File: src/linked_job_queue_engine_unit_macros.svh
// ----------------------------------------------------------------------------
// linked_job_queue_engine_unit_macros
// Assertion helpers shared by the job queue RTL.
// Both macros expect a clock named clk and a reset named rst in scope.
// ----------------------------------------------------------------------------
`ifndef LINKED_JOB_QUEUE_ENGINE_UNIT_MACROS_SVH
`define LINKED_JOB_QUEUE_ENGINE_UNIT_MACROS_SVH

// The consequent must hold in the same cycle as the antecedent.
`define LJQ_ASSERT_IMPL(label, ante, cons) \
  label: assert property (@(posedge clk) disable iff (rst) (ante) |-> (cons)) \
    else $error("job queue assertion failed");

// The consequent must hold in the cycle after the antecedent.
`define LJQ_ASSERT_NEXT(label, ante, cons) \
  label: assert property (@(posedge clk) disable iff (rst) (ante) |=> (cons)) \
    else $error("job queue assertion failed");

`endif

File: src/ljq_pkg.sv
// ----------------------------------------------------------------------------
// ljq_pkg
// Types, sizes and operation codes shared by the linked job queue block.
// ----------------------------------------------------------------------------
package ljq_pkg;

  // Pool size and derived index widths.
  localparam int POOL_SLOTS = 16;
  localparam int SLOT_BITS  = $clog2(POOL_SLOTS);
  localparam int LINK_BITS  = SLOT_BITS + 1;
  localparam int ID_BITS    = 16;

  // A link equal to the pool size means there is no neighbor.
  localparam logic [LINK_BITS-1:0] NIL_LINK = LINK_BITS'(POOL_SLOTS);

  // Operation codes.
  localparam logic [1:0] FUNC_INSERT = 2'd0;
  localparam logic [1:0] FUNC_APPEND = 2'd1;
  localparam logic [1:0] FUNC_REMOVE = 2'd2;
  localparam logic [1:0] FUNC_FIND   = 2'd3;

  // Input item.
  typedef struct packed {
    logic [1:0]  func;
    logic [3:0]  node_slot;
    logic [15:0] owner_id;
  } in_item_t;

  // Result item.
  typedef struct packed {
    logic       status;
    logic       found;
    logic [3:0] match_slot;
  } out_item_t;

  // Write requests into the link store, one port per array.
  typedef struct packed {
    logic                 next_we;
    logic [SLOT_BITS-1:0] next_addr;
    logic [LINK_BITS-1:0] next_data;
    logic                 prev_we;
    logic [SLOT_BITS-1:0] prev_addr;
    logic [LINK_BITS-1:0] prev_data;
    logic                 own_we;
    logic [SLOT_BITS-1:0] own_addr;
    logic [ID_BITS-1:0]   own_data;
  } ljq_wr_t;

  // Registered read data from the link store.
  typedef struct packed {
    logic [LINK_BITS-1:0] next_link;
    logic [LINK_BITS-1:0] prev_link;
    logic [ID_BITS-1:0]   owner;
  } ljq_rd_t;

endpackage

File: src/linked_job_queue_engine_unit.sv
// ----------------------------------------------------------------------------
// linked_job_queue_engine_unit
// Doubly linked job list over a fixed pool of slots: insert, append, remove
// and find by owner id, one operation at a time under a small sequencer.
// ----------------------------------------------------------------------------
// The block takes one operation at a time and is not ready while it works.
// Insert and append go through S_LINK2 to S_DONE (straight to S_DONE when
// the list is empty), remove through S_RM to S_DONE, and a refused operation
// straight to S_DONE. Find visits at most POOL_SLOTS = 16 slots in S_WALK:
// the walk chases next links through the single read port of the link
// memory, one slot per cycle, with the owner compare done on the registered
// read data. A finished result sits in the output register, so the next
// operation is taken while it waits. There is no clearing pass after reset:
// linked marks in flip-flops guard every read of the link memory.
module linked_job_queue_engine_unit (
  input  logic               clk,
  input  logic               rst,
  input  logic               in_valid,
  output logic               in_ready,
  input  ljq_pkg::in_item_t  in_data,
  output logic               out_valid,
  input  logic               out_ready,
  output ljq_pkg::out_item_t out_data
);

  `include "linked_job_queue_engine_unit_macros.svh"

  localparam logic [2:0] S_IDLE  = 3'd0;
  localparam logic [2:0] S_LINK2 = 3'd1;
  localparam logic [2:0] S_RM    = 3'd2;
  localparam logic [2:0] S_WALK  = 3'd3;
  localparam logic [2:0] S_DONE  = 3'd4;

  logic [2:0]                          state, state_next;
  logic [ljq_pkg::SLOT_BITS-1:0]       head, head_next;
  logic [ljq_pkg::SLOT_BITS-1:0]       tail, tail_next;
  logic                                list_empty, list_empty_next;
  logic [ljq_pkg::POOL_SLOTS-1:0]      linked, linked_next;
  logic [1:0]                          func_q, func_q_next;
  logic [ljq_pkg::SLOT_BITS-1:0]       slot_q, slot_q_next;
  logic [ljq_pkg::ID_BITS-1:0]         id_q, id_q_next;
  logic [ljq_pkg::SLOT_BITS-1:0]       cur, cur_next;
  logic [ljq_pkg::SLOT_BITS-1:0]       steps, steps_next;
  ljq_pkg::out_item_t                  res, res_next;
  logic                                out_valid_next;
  ljq_pkg::out_item_t                  out_data_next;

  ljq_pkg::ljq_wr_t                    wr;
  ljq_pkg::ljq_rd_t                    rd;
  logic [ljq_pkg::SLOT_BITS-1:0]       rd_addr;

  logic [ljq_pkg::SLOT_BITS-1:0]       in_slot;
  logic [ljq_pkg::ID_BITS-1:0]         in_id;
  logic                                in_slot_ok;
  logic                                nx_ok, pv_ok, hit;
  logic [ljq_pkg::SLOT_BITS-1:0]       nx_idx, pv_idx;

  ljq_link_store u_store (
    .clk     (clk),
    .wr      (wr),
    .rd_addr (rd_addr),
    .rd      (rd)
  );

  // Decode of the incoming item and of the registered link data.
  assign in_slot    = ljq_pkg::SLOT_BITS'(in_data.node_slot);
  assign in_id      = in_data.owner_id[ljq_pkg::ID_BITS-1:0];
  assign in_slot_ok = (32'(in_data.node_slot) < ljq_pkg::POOL_SLOTS);
  assign nx_ok      = (rd.next_link < ljq_pkg::NIL_LINK);
  assign pv_ok      = (rd.prev_link < ljq_pkg::NIL_LINK);
  assign nx_idx     = rd.next_link[ljq_pkg::SLOT_BITS-1:0];
  assign pv_idx     = rd.prev_link[ljq_pkg::SLOT_BITS-1:0];
  assign hit        = linked[cur] && (rd.owner == id_q);
  assign in_ready   = (state == S_IDLE);

  // Sequencer.
  always_comb begin
    state_next      = state;
    head_next       = head;
    tail_next       = tail;
    list_empty_next = list_empty;
    linked_next     = linked;
    func_q_next     = func_q;
    slot_q_next     = slot_q;
    id_q_next       = id_q;
    cur_next        = cur;
    steps_next      = steps;
    res_next        = res;
    out_valid_next  = out_valid;
    out_data_next   = out_data;
    wr              = '0;
    rd_addr         = cur;

    if (out_valid && out_ready) begin
      out_valid_next = 1'b0;
    end

    unique case (state)
      S_IDLE: begin
        if (in_valid) begin
          func_q_next = in_data.func;
          slot_q_next = in_slot;
          id_q_next   = in_id;
          res_next    = '0;
          if (in_data.func == ljq_pkg::FUNC_FIND) begin
            // Start the walk at the head, or finish at once on an empty list.
            if (list_empty) begin
              state_next = S_DONE;
            end else begin
              rd_addr    = head;
              cur_next   = head;
              steps_next = '0;
              state_next = S_WALK;
            end
          end else if (!in_slot_ok) begin
            res_next.status = 1'b1;
            state_next      = S_DONE;
          end else if (in_data.func == ljq_pkg::FUNC_REMOVE) begin
            // Fetch the neighbors of the slot being unlinked.
            if (!linked[in_slot]) begin
              res_next.status = 1'b1;
              state_next      = S_DONE;
            end else begin
              rd_addr    = in_slot;
              state_next = S_RM;
            end
          end else if (linked[in_slot]) begin
            res_next.status = 1'b1;
            state_next      = S_DONE;
          end else begin
            // First link write: the new slot's own fields.
            wr.own_we              = 1'b1;
            wr.own_addr            = in_slot;
            wr.own_data            = in_id;
            wr.next_we             = 1'b1;
            wr.next_addr           = in_slot;
            wr.prev_we             = 1'b1;
            wr.prev_addr           = in_slot;
            linked_next[in_slot]   = 1'b1;
            if (in_data.func == ljq_pkg::FUNC_INSERT) begin
              wr.prev_data = ljq_pkg::NIL_LINK;
              wr.next_data = list_empty ? ljq_pkg::NIL_LINK
                                        : ljq_pkg::LINK_BITS'(head);
            end else begin
              wr.next_data = ljq_pkg::NIL_LINK;
              wr.prev_data = list_empty ? ljq_pkg::NIL_LINK
                                        : ljq_pkg::LINK_BITS'(tail);
            end
            if (list_empty) begin
              head_next       = in_slot;
              tail_next       = in_slot;
              list_empty_next = 1'b0;
              state_next      = S_DONE;
            end else begin
              state_next = S_LINK2;
            end
          end
        end
      end

      S_LINK2: begin
        // Second link write: point the old end back at the new slot.
        if (func_q == ljq_pkg::FUNC_INSERT) begin
          wr.prev_we   = 1'b1;
          wr.prev_addr = head;
          wr.prev_data = ljq_pkg::LINK_BITS'(slot_q);
          head_next    = slot_q;
        end else begin
          wr.next_we   = 1'b1;
          wr.next_addr = tail;
          wr.next_data = ljq_pkg::LINK_BITS'(slot_q);
          tail_next    = slot_q;
        end
        state_next = S_DONE;
      end

      S_RM: begin
        // Bridge the neighbors around the removed slot.
        if (pv_ok) begin
          wr.next_we   = 1'b1;
          wr.next_addr = pv_idx;
          wr.next_data = rd.next_link;
        end else begin
          head_next = nx_ok ? nx_idx : '0;
        end
        if (nx_ok) begin
          wr.prev_we   = 1'b1;
          wr.prev_addr = nx_idx;
          wr.prev_data = rd.prev_link;
        end else begin
          tail_next = pv_ok ? pv_idx : '0;
        end
        if (!pv_ok && !nx_ok) begin
          list_empty_next = 1'b1;
          head_next       = '0;
          tail_next       = '0;
        end
        linked_next[slot_q] = 1'b0;
        state_next          = S_DONE;
      end

      S_WALK: begin
        // One slot per cycle: compare its owner, then follow its next link.
        if (hit) begin
          res_next.found      = 1'b1;
          res_next.match_slot = 4'(cur);
          state_next          = S_DONE;
        end else if (!nx_ok ||
                     steps == ljq_pkg::SLOT_BITS'(ljq_pkg::POOL_SLOTS - 1)) begin
          state_next = S_DONE;
        end else begin
          rd_addr    = nx_idx;
          cur_next   = nx_idx;
          steps_next = steps + 1'b1;
        end
      end

      S_DONE: begin
        // Hand the result to the output register once it is free.
        if (!out_valid || out_ready) begin
          out_data_next  = res;
          out_valid_next = 1'b1;
          state_next     = S_IDLE;
        end
      end

      default: begin
        state_next = S_IDLE;
      end
    endcase
  end

  // Control registers.
  always_ff @(posedge clk) begin
    if (rst) begin
      state      <= S_IDLE;
      head       <= '0;
      tail       <= '0;
      list_empty <= 1'b1;
      linked     <= '0;
      out_valid  <= 1'b0;
    end else begin
      state      <= state_next;
      head       <= head_next;
      tail       <= tail_next;
      list_empty <= list_empty_next;
      linked     <= linked_next;
      out_valid  <= out_valid_next;
    end
  end

  // Payload registers.
  always_ff @(posedge clk) begin
    func_q   <= func_q_next;
    slot_q   <= slot_q_next;
    id_q     <= id_q_next;
    cur      <= cur_next;
    steps    <= steps_next;
    res      <= res_next;
    out_data <= out_data_next;
  end

  // An empty list has no linked slots.
  `LJQ_ASSERT_IMPL(a_empty_no_links, list_empty, linked == '0)
  // Between operations both ends of a non-empty list are linked slots.
  `LJQ_ASSERT_IMPL(a_ends_linked, !list_empty && state == S_IDLE, linked[head] && linked[tail])
  // Only one operation is in flight at a time.
  `LJQ_ASSERT_NEXT(a_one_item, in_valid && in_ready, !in_ready)
  // A walk only runs over a non-empty list.
  `LJQ_ASSERT_IMPL(a_walk_nonempty, state == S_WALK, !list_empty)

endmodule

File: src/ljq_link_store.sv
// ----------------------------------------------------------------------------
// ljq_link_store
// Next links, previous links and owner ids of the slot pool, each a memory
// with one write port; all three share one read address and a registered read.
// ----------------------------------------------------------------------------
module ljq_link_store (
  input  logic                          clk,
  input  ljq_pkg::ljq_wr_t              wr,
  input  logic [ljq_pkg::SLOT_BITS-1:0] rd_addr,
  output ljq_pkg::ljq_rd_t              rd
);

  logic [ljq_pkg::LINK_BITS-1:0] next_mem [ljq_pkg::POOL_SLOTS];
  logic [ljq_pkg::LINK_BITS-1:0] prev_mem [ljq_pkg::POOL_SLOTS];
  logic [ljq_pkg::ID_BITS-1:0]   own_mem  [ljq_pkg::POOL_SLOTS];

  // Writes land at the clock edge.
  always_ff @(posedge clk) begin
    if (wr.next_we) begin
      next_mem[wr.next_addr] <= wr.next_data;
    end
    if (wr.prev_we) begin
      prev_mem[wr.prev_addr] <= wr.prev_data;
    end
    if (wr.own_we) begin
      own_mem[wr.own_addr] <= wr.own_data;
    end
  end

  // Read data is registered and available in the cycle after the address.
  always_ff @(posedge clk) begin
    rd.next_link <= next_mem[rd_addr];
    rd.prev_link <= prev_mem[rd_addr];
    rd.owner     <= own_mem[rd_addr];
  end

endmodule

File: config.mk
export PLATFORM = sky130hd
export DESIGN_NAME = linked_job_queue_engine_unit
export DESIGN_NICKNAME = d
export VERILOG_FILES = /design/src/ljq_pkg.sv /design/src/linked_job_queue_engine_unit.sv /design/src/ljq_link_store.sv
export VERILOG_INCLUDE_DIRS = /design/src /design/src/src
export SDC_FILE = /design/constraint.sdc
export NUM_CORES = 1
export LEC_CHECK = 0
export ABC_CLOCK_PERIOD_IN_PS = 4900
export BUFFER_PORTS_ARGS = -buffer_cell sky130_fd_sc_hd__buf_2
export CAP_MARGIN = 20
export CELL_PAD_IN_SITES_DETAIL_PLACEMENT = 0
export CELL_PAD_IN_SITES_GLOBAL_PLACEMENT = 1
export CORE_MARGIN = 3
export CORE_UTILIZATION = 35
export DETAILED_ROUTE_END_ITERATION = 10
export PLACE_DENSITY_LB_ADDON = 0.1
export RECOVER_POWER = 100
export SYNTH_ARGS = -nofsm -noshare
export SYNTH_HDL_FRONTEND = slang
export SYNTH_SLANG_ARGS = --single-unit
File: constraint.sdc
create_clock -name clk -period 4.9 [get_ports clk]
set_input_delay 1.47 -clock clk [delete_from_list [all_inputs] [get_ports clk]]
set_output_delay 1.47 -clock clk [all_outputs]
set_load 0.03 [all_outputs]
==> results.txt, run 1 <==
Distinct cells, synth: 64
Fin nets: 1,835
HPWL Detailed: 39.1 mm
Drt drc: 0
Share of cells above drive strength 1: 10.9%
Final WL: 66.4 mm
CTS sink count: 513
Critical Path AT: 4.75 ns
# diodes: 0
Top-area cell type share of the netlist area: 62.8%
DR vias: 14,722
PortBufs: 33
Status: finished, violations left
Final Cell Area: 25,000 um2
CP Capture Type: register
Async SR Flop Fraction: 0%
Largest net degree at the start of global routing: 81
Clk_lat worst skew: 0.63 ns
Failing checks: capacitance limit
Top Metal Used: met4
Post-synth EDFFs: 458
Resized cells post-CTS: 0
Min-Delay Path Class: register to register
Switching share of power: 26.1%
Total Power: 10.4 mW
Pre-antenna DRT Iters: 5
Setup bufs post-CTS: 0
Final Hold Fails: 0
Final core occ: 40.5%
Netlist Area Pre-Place: 21,900 um2
R2R Path Start: id_q[4]$_DFFE_PP_
Cell family with most CP delay: buffers and inverters
Hold Path Origin: res[2]$_SDFFCE_PP0P_
Power Density: 418 nW/um2
Internal: 7.72 mW
Row count: 91
Hold-fix buffers, CTS: 0
Ranking of synthesized cells by area: edfxtp_1 (63%), nand3_1 (7.7%), dfxtp_1 (5.0%)
Ys Warns: 0
Post-synth net total: 1,797
Max stage delay cell, worst path: clkbuf_2
Mean area per synthesized cell: 12.4 um2
Metal2 WL: 31.2 mm
CTS tree: yes
Starting Density: 35.4%
Routed len/inst: 24.7 um
Core Area: 61,800 um2
WP buf/inv: 2
Yosys reg bits: 513
Die width: 256 um
Final min period: 4.50 ns
Clock Power Share: 40.6%
Gr usage total: 19.8%
Initial antenna violation count: 1
Most frequent cells in the layout: edfxtp_1 (458), nand3_1 (335), o21ai_0 (180)
Final period util: 91.9%
Max Transition Viols Final: 0
Pleak: 8.58 nW
Setup Skew: 0.0396 ns
Number of DRC markers in iteration 0: 1,128
Seq pwr share: 47.9%
Area delta synth->final: 14.3%
CTS Buffer Depth: 3
CP Cell Sequence: clkbuf_1 -> mux2i_1 -> a22oi_1 -> nand2_1 -> o21a_1 -> ha_1 -> and4_1 -> nand3_1 -> nor3b_1 -> clkbuf_2
Max transition margin: 0.336%
WL met3: 2.99 mm
First-pass GRT wire length: 97.5 mm
# setup viols final: 0
Placement Cell Area: 23,300 um2
DRT antenna net count: 0
GRT overflow: 0
Most common cell after layout, fill and taps aside: edfxtp_1
Achievable frequency: 0.222 GHz
Top FF cell, synth: edfxtp_1
Clock slew at reported path FFs: 0.06 ns
Maximum vdd ir drop: 0.000304 V
WS Path Type: input pin to register
Crit path launch type: input pin
Tightest Pin Transition: 1.49 ns
Clock Tree Root: clkbuf_16
H-tree levels: 2
Unrepaired setup endpoints after global routing: false
Critical path origin: in_data[17]
Critical Path RT: 5.14 ns
Die area: 65,600 um2
Vias/cell: 5.48
Switch Pwr: 2.72 mW
Max incr delay on CP: 0.69 ns
# IOs: 34
Number of max-cap violations: 1
Comb pwr share: 11.5%
WL met1: 30.8 mm
Sequential element share of the synthesized area: 67.9%
Vias in the first global route: 14,391
GP Congestion: 0.776
Inserted Clock Buffers: 57
Die H: 256 um
Cells after Synth: 1,768
Crit path max fanout: 16
Synth area leader: edfxtp_1
## state kept, by name, summed over array words and instances (netlist names), 2 cells and up
signal and count:
u_store.rd 26, u_store.prev_mem 80, cur 4, id_q 16, slot_q 4, tail 4, steps 4, func_q 2
u_store.own_mem 256, head 4, state 3, u_store.next_mem 80, res 6, out_data 6, linked 16
## cell families after synthesis
logic type      Yosys count  synth area share, %
compound gates          380                 10.5
xor+xnor                 18                0.720
fa+ha+maj                 3                0.171
buf+inv                 145                 2.98
flops                   513                 67.9
mux                      45                 2.30
simple gates            664                 15.5
## layout make-up
class | count | area (um2)
Inverter | 12 | 45.0
Multi-Input combinational cell | 1110 | 6430
Timing Repair Buffer | 112 | 778
Clock buffer | 76 | 1570
Fill cell | 5837 | 36800
Clock inverter | 28 | 292
Tap cell | 837 | 1050
Sequential cell | 513 | 14900
## per-layer routing
layer	GRT usage (%)	vias up
met4	5.37	0
met5	0	-
li1	-	6799
met1	28.4	7480
met2	31.7	357
met3	2.76	86
## synth_stat cells (3+ instances only)
cell      count
nor2_1       82
edfxtp_1    458
a21o_1        9
o21a_1        5
dfxtp_1      55
nor2b_1       3
nand4_1       5
a22oi_1       9
nand3_1     335
nand3b_1      5
o21ai_1       4
a21oi_1     108
nor4_2       20
a21boi_0      5
or3_1         4
mux4_2        4
buf_2        30
and3b_1       3
a32o_1       26
buf_4         3
clkbuf_1     90
ha_1          3
o21ai_0     177
and2_1       31
a221oi_1      3
nor3b_1       5
mux2i_1      39
nor3_1       16
a221o_1      14
nor4_1       13
buf_6         8
inv_1        11
xor2_1       17
nand2_1     124
nand2b_1      8
## worst register-to-register path, cell delays in order (launching register included)
cell and delay (ns):
edfxtp_1 0.37, xor2_1 0.17, nor4_1 0.53, nand4_1 0.52
nor3_1 0.52, o21a_1 0.27, or3_4 0.52, buf_12 0.30
buf_4 0.27, nand2_1 0.08, a32o_1 0.27, nor4_2 0.27
## worst paths after layout
kind                                      end  slack, ns  cells after the start
min reg2reg             out_data[2]$_DFFE_PP_       0.42                      0
min                     out_data[2]$_DFFE_PP_       0.42                      0
max reg2reg             u_store.rd[5]$_DFF_P_       0.73                     11
max          u_store.own_mem[7][11]$_DFFE_PP_       0.40                     10
## power by group through the flow
| stage | Combinational (mW) | Clock, mW | Sequential (mW) |
|---|---|---|---|
| floorplan | 0.768 | 0 | 5.04 |
| global placement | 1.23 | 0 | 5.10 |
| detailed placement | 1.23 | 0 | 5.09 |
| CTS | 1.23 | 4.35 | 5.00 |
| global route | 1.31 | 4.52 | 5.02 |
| finish | 1.20 | 4.24 | 5.00 |
## stage by stage
step | hold slack, ns | TNS, ns | setup WS [ns] | instances
floorplan | 0.400 | -4.64 | -0.145 | 1768
global placement | 0.405 | 0 | 0.332 | 2584
detailed placement | 0.406 | 0 | 0.317 | 2584
CTS | 0.421 | 0 | 0.645 | 2688
global route | 0.429 | 0 | 0.197 | 2688
finish | 0.418 | 0 | 0.395 | 2688
Power figures use the tool's default switching activity.
==> run 2, diff against run 1 <==
- RECOVER_POWER: 100 -> default
==> results.txt, run 2 (same netlist as run 1, synthesis figures left out) <==
Status: finished, final reports clean
Clk_lat worst skew: 0.63 ns
Max Transition Viols Final: 0
Gr usage total: 19.8%
Seq pwr share: 47.8%
Pre-CTS setup slack: 0.317 ns
HPWL Detailed: 39.1 mm
CTS tree: yes
Crit path launch type: register
Final Cell Area: 25,200 um2
Non-filler cells, final: 2,688
Setup bufs post-CTS: 0
Inserted Clock Buffers: 57
Biggest regs: u_store.own_mem (256), u_store.next_mem (80), u_store.prev_mem (80)
Initial antenna violation count: 2
Tightest Pin Transition: 0.950 ns
WS Path Type: register to register
GP Congestion: 0.776
Reg with most FFs: u_store.own_mem
Crit path max fanout: 36
Share of cells above drive strength 1: 13.9%
Max reg flops: 256
Setup Skew: 0.0381 ns
CTS sink count: 513
Core Area: 61,800 um2
Most frequent cells in the layout: edfxtp_1 (458), nand3_1 (335), o21ai_0 (177)
DR vias: 14,675
Maximum vdd ir drop: 0.000301 V
Resized cells post-CTS: 0
Comb pwr share: 11.6%
# diodes: 0
Final period util: 85.6%
First-pass GRT wire length: 97.5 mm
Switch Pwr: 2.72 mW
# setup viols final: 0
CP Capture Type: register
DRT antenna net count: 0
Critical Path RT: 5.44 ns
CTS Buffer Depth: 3
Pre-antenna DRT Iters: 5
Power Density: 415 nW/um2
Final WS setup: 0.704 ns
PortBufs: 33
H-tree levels: 2
Achievable frequency: 0.238 GHz
Starting Density: 35.4%
Drt drc: 0
Fin nets: 1,835
Vias in the first global route: 14,391
Hold-fix buffers, CTS: 0
Clock slew at reported path FFs: 0.06 ns
Total Power: 10.5 mW
Area delta synth->final: 15.1%
Clock Power Share: 40.6%
Switching share of power: 26.1%
Unrepaired setup endpoints after global routing: false
Final min period: 4.20 ns
Routed len/inst: 24.7 um
Most common cell after layout, fill and taps aside: edfxtp_1
Critical Path AT: 4.74 ns
Final Hold Fails: 0
Row count: 91
Die width: 256 um
GRT overflow: 0
# IOs: 34
Pleak: 8.75 nW
Dpl cells: 2,584
Final WL: 66.3 mm
Min-Delay Path Class: register to register
Die area: 65,600 um2
Number of DRC markers in iteration 0: 1,239
Placement Cell Area: 23,300 um2
Die H: 256 um
Max transition margin: 36.4%
Internal: 7.73 mW
Number of max-cap violations: 0
WHS: 0.418 ns
Clock Tree Root: clkbuf_16
Vias/cell: 5.46
Largest net degree at the start of global routing: 81
run 2: cell types whose count changed in the layout (fill, tap and decap cells not counted), sizes merged:
cell / before / now
clkbuf: 137 / 76
buf: 51 / 112
run 2: path summary, 6_finish.rpt:
path | start | endpoint | slack (ns) | depth (start not counted)
setup / recovery | id_q[4]$_DFFE_PP_ | u_store.rd[5]$_DFF_P_ | 0.70 | 11
hold / removal | res[2]$_SDFFCE_PP0P_ | out_data[2]$_DFFE_PP_ | 0.42 | 0
setup reg to reg | id_q[4]$_DFFE_PP_ | u_store.rd[5]$_DFF_P_ | 0.70 | 11
hold reg to reg | res[2]$_SDFFCE_PP0P_ | out_data[2]$_DFFE_PP_ | 0.42 | 0
run 2: layout make-up:
class                   instances  area (um2)
repair buffers                112         908
well taps                     837        1050
clock buffers                  76        1570
multi-input cells            1110        6490
clock inverters                28         292
flip-flops and latches        513       14900
inverters                      12        45.0
fillers                      5795       36600
run 2: metrics by stage:
step                TNS, ns  util (%)
floorplan             -4.64         -
global placement          0      37.8
detailed placement        0      37.8
CTS                       0      40.8
global route              0      40.8
finish                    0      40.8
run 2: power groups by stage:
stage	registers [mW]	logic (mW)	clock network (mW)
final	5.00	1.21	4.24
after global routing	5.01	1.32	4.52
after CTS	5.00	1.23	4.35
after detailed placement	5.09	1.23	0
after global placement	5.10	1.23	0
after floorplan	5.04	0.768	0
run 2: layer usage:
layer	up-vias	track usage (%)	routed length [um]
li1	6799	-	-
met1	7393	28.4	30100
met2	390	31.7	31200
met3	93	2.76	3450
met4	0	5.37	1450
met5	-	0	0
run 2: worst max-delay path: stages, from the launching register on:
cell and delay, ns:
edfxtp_1 0.37, xor2_1 0.17, nor4_1 0.52, nand4_1 0.51, nor3_1 0.54, o21a_1 0.27, or3_4 0.52, buf_12 0.29
buf_4 0.25, nand2_1 0.07, a32o_1 0.27, nor4_2 0.27
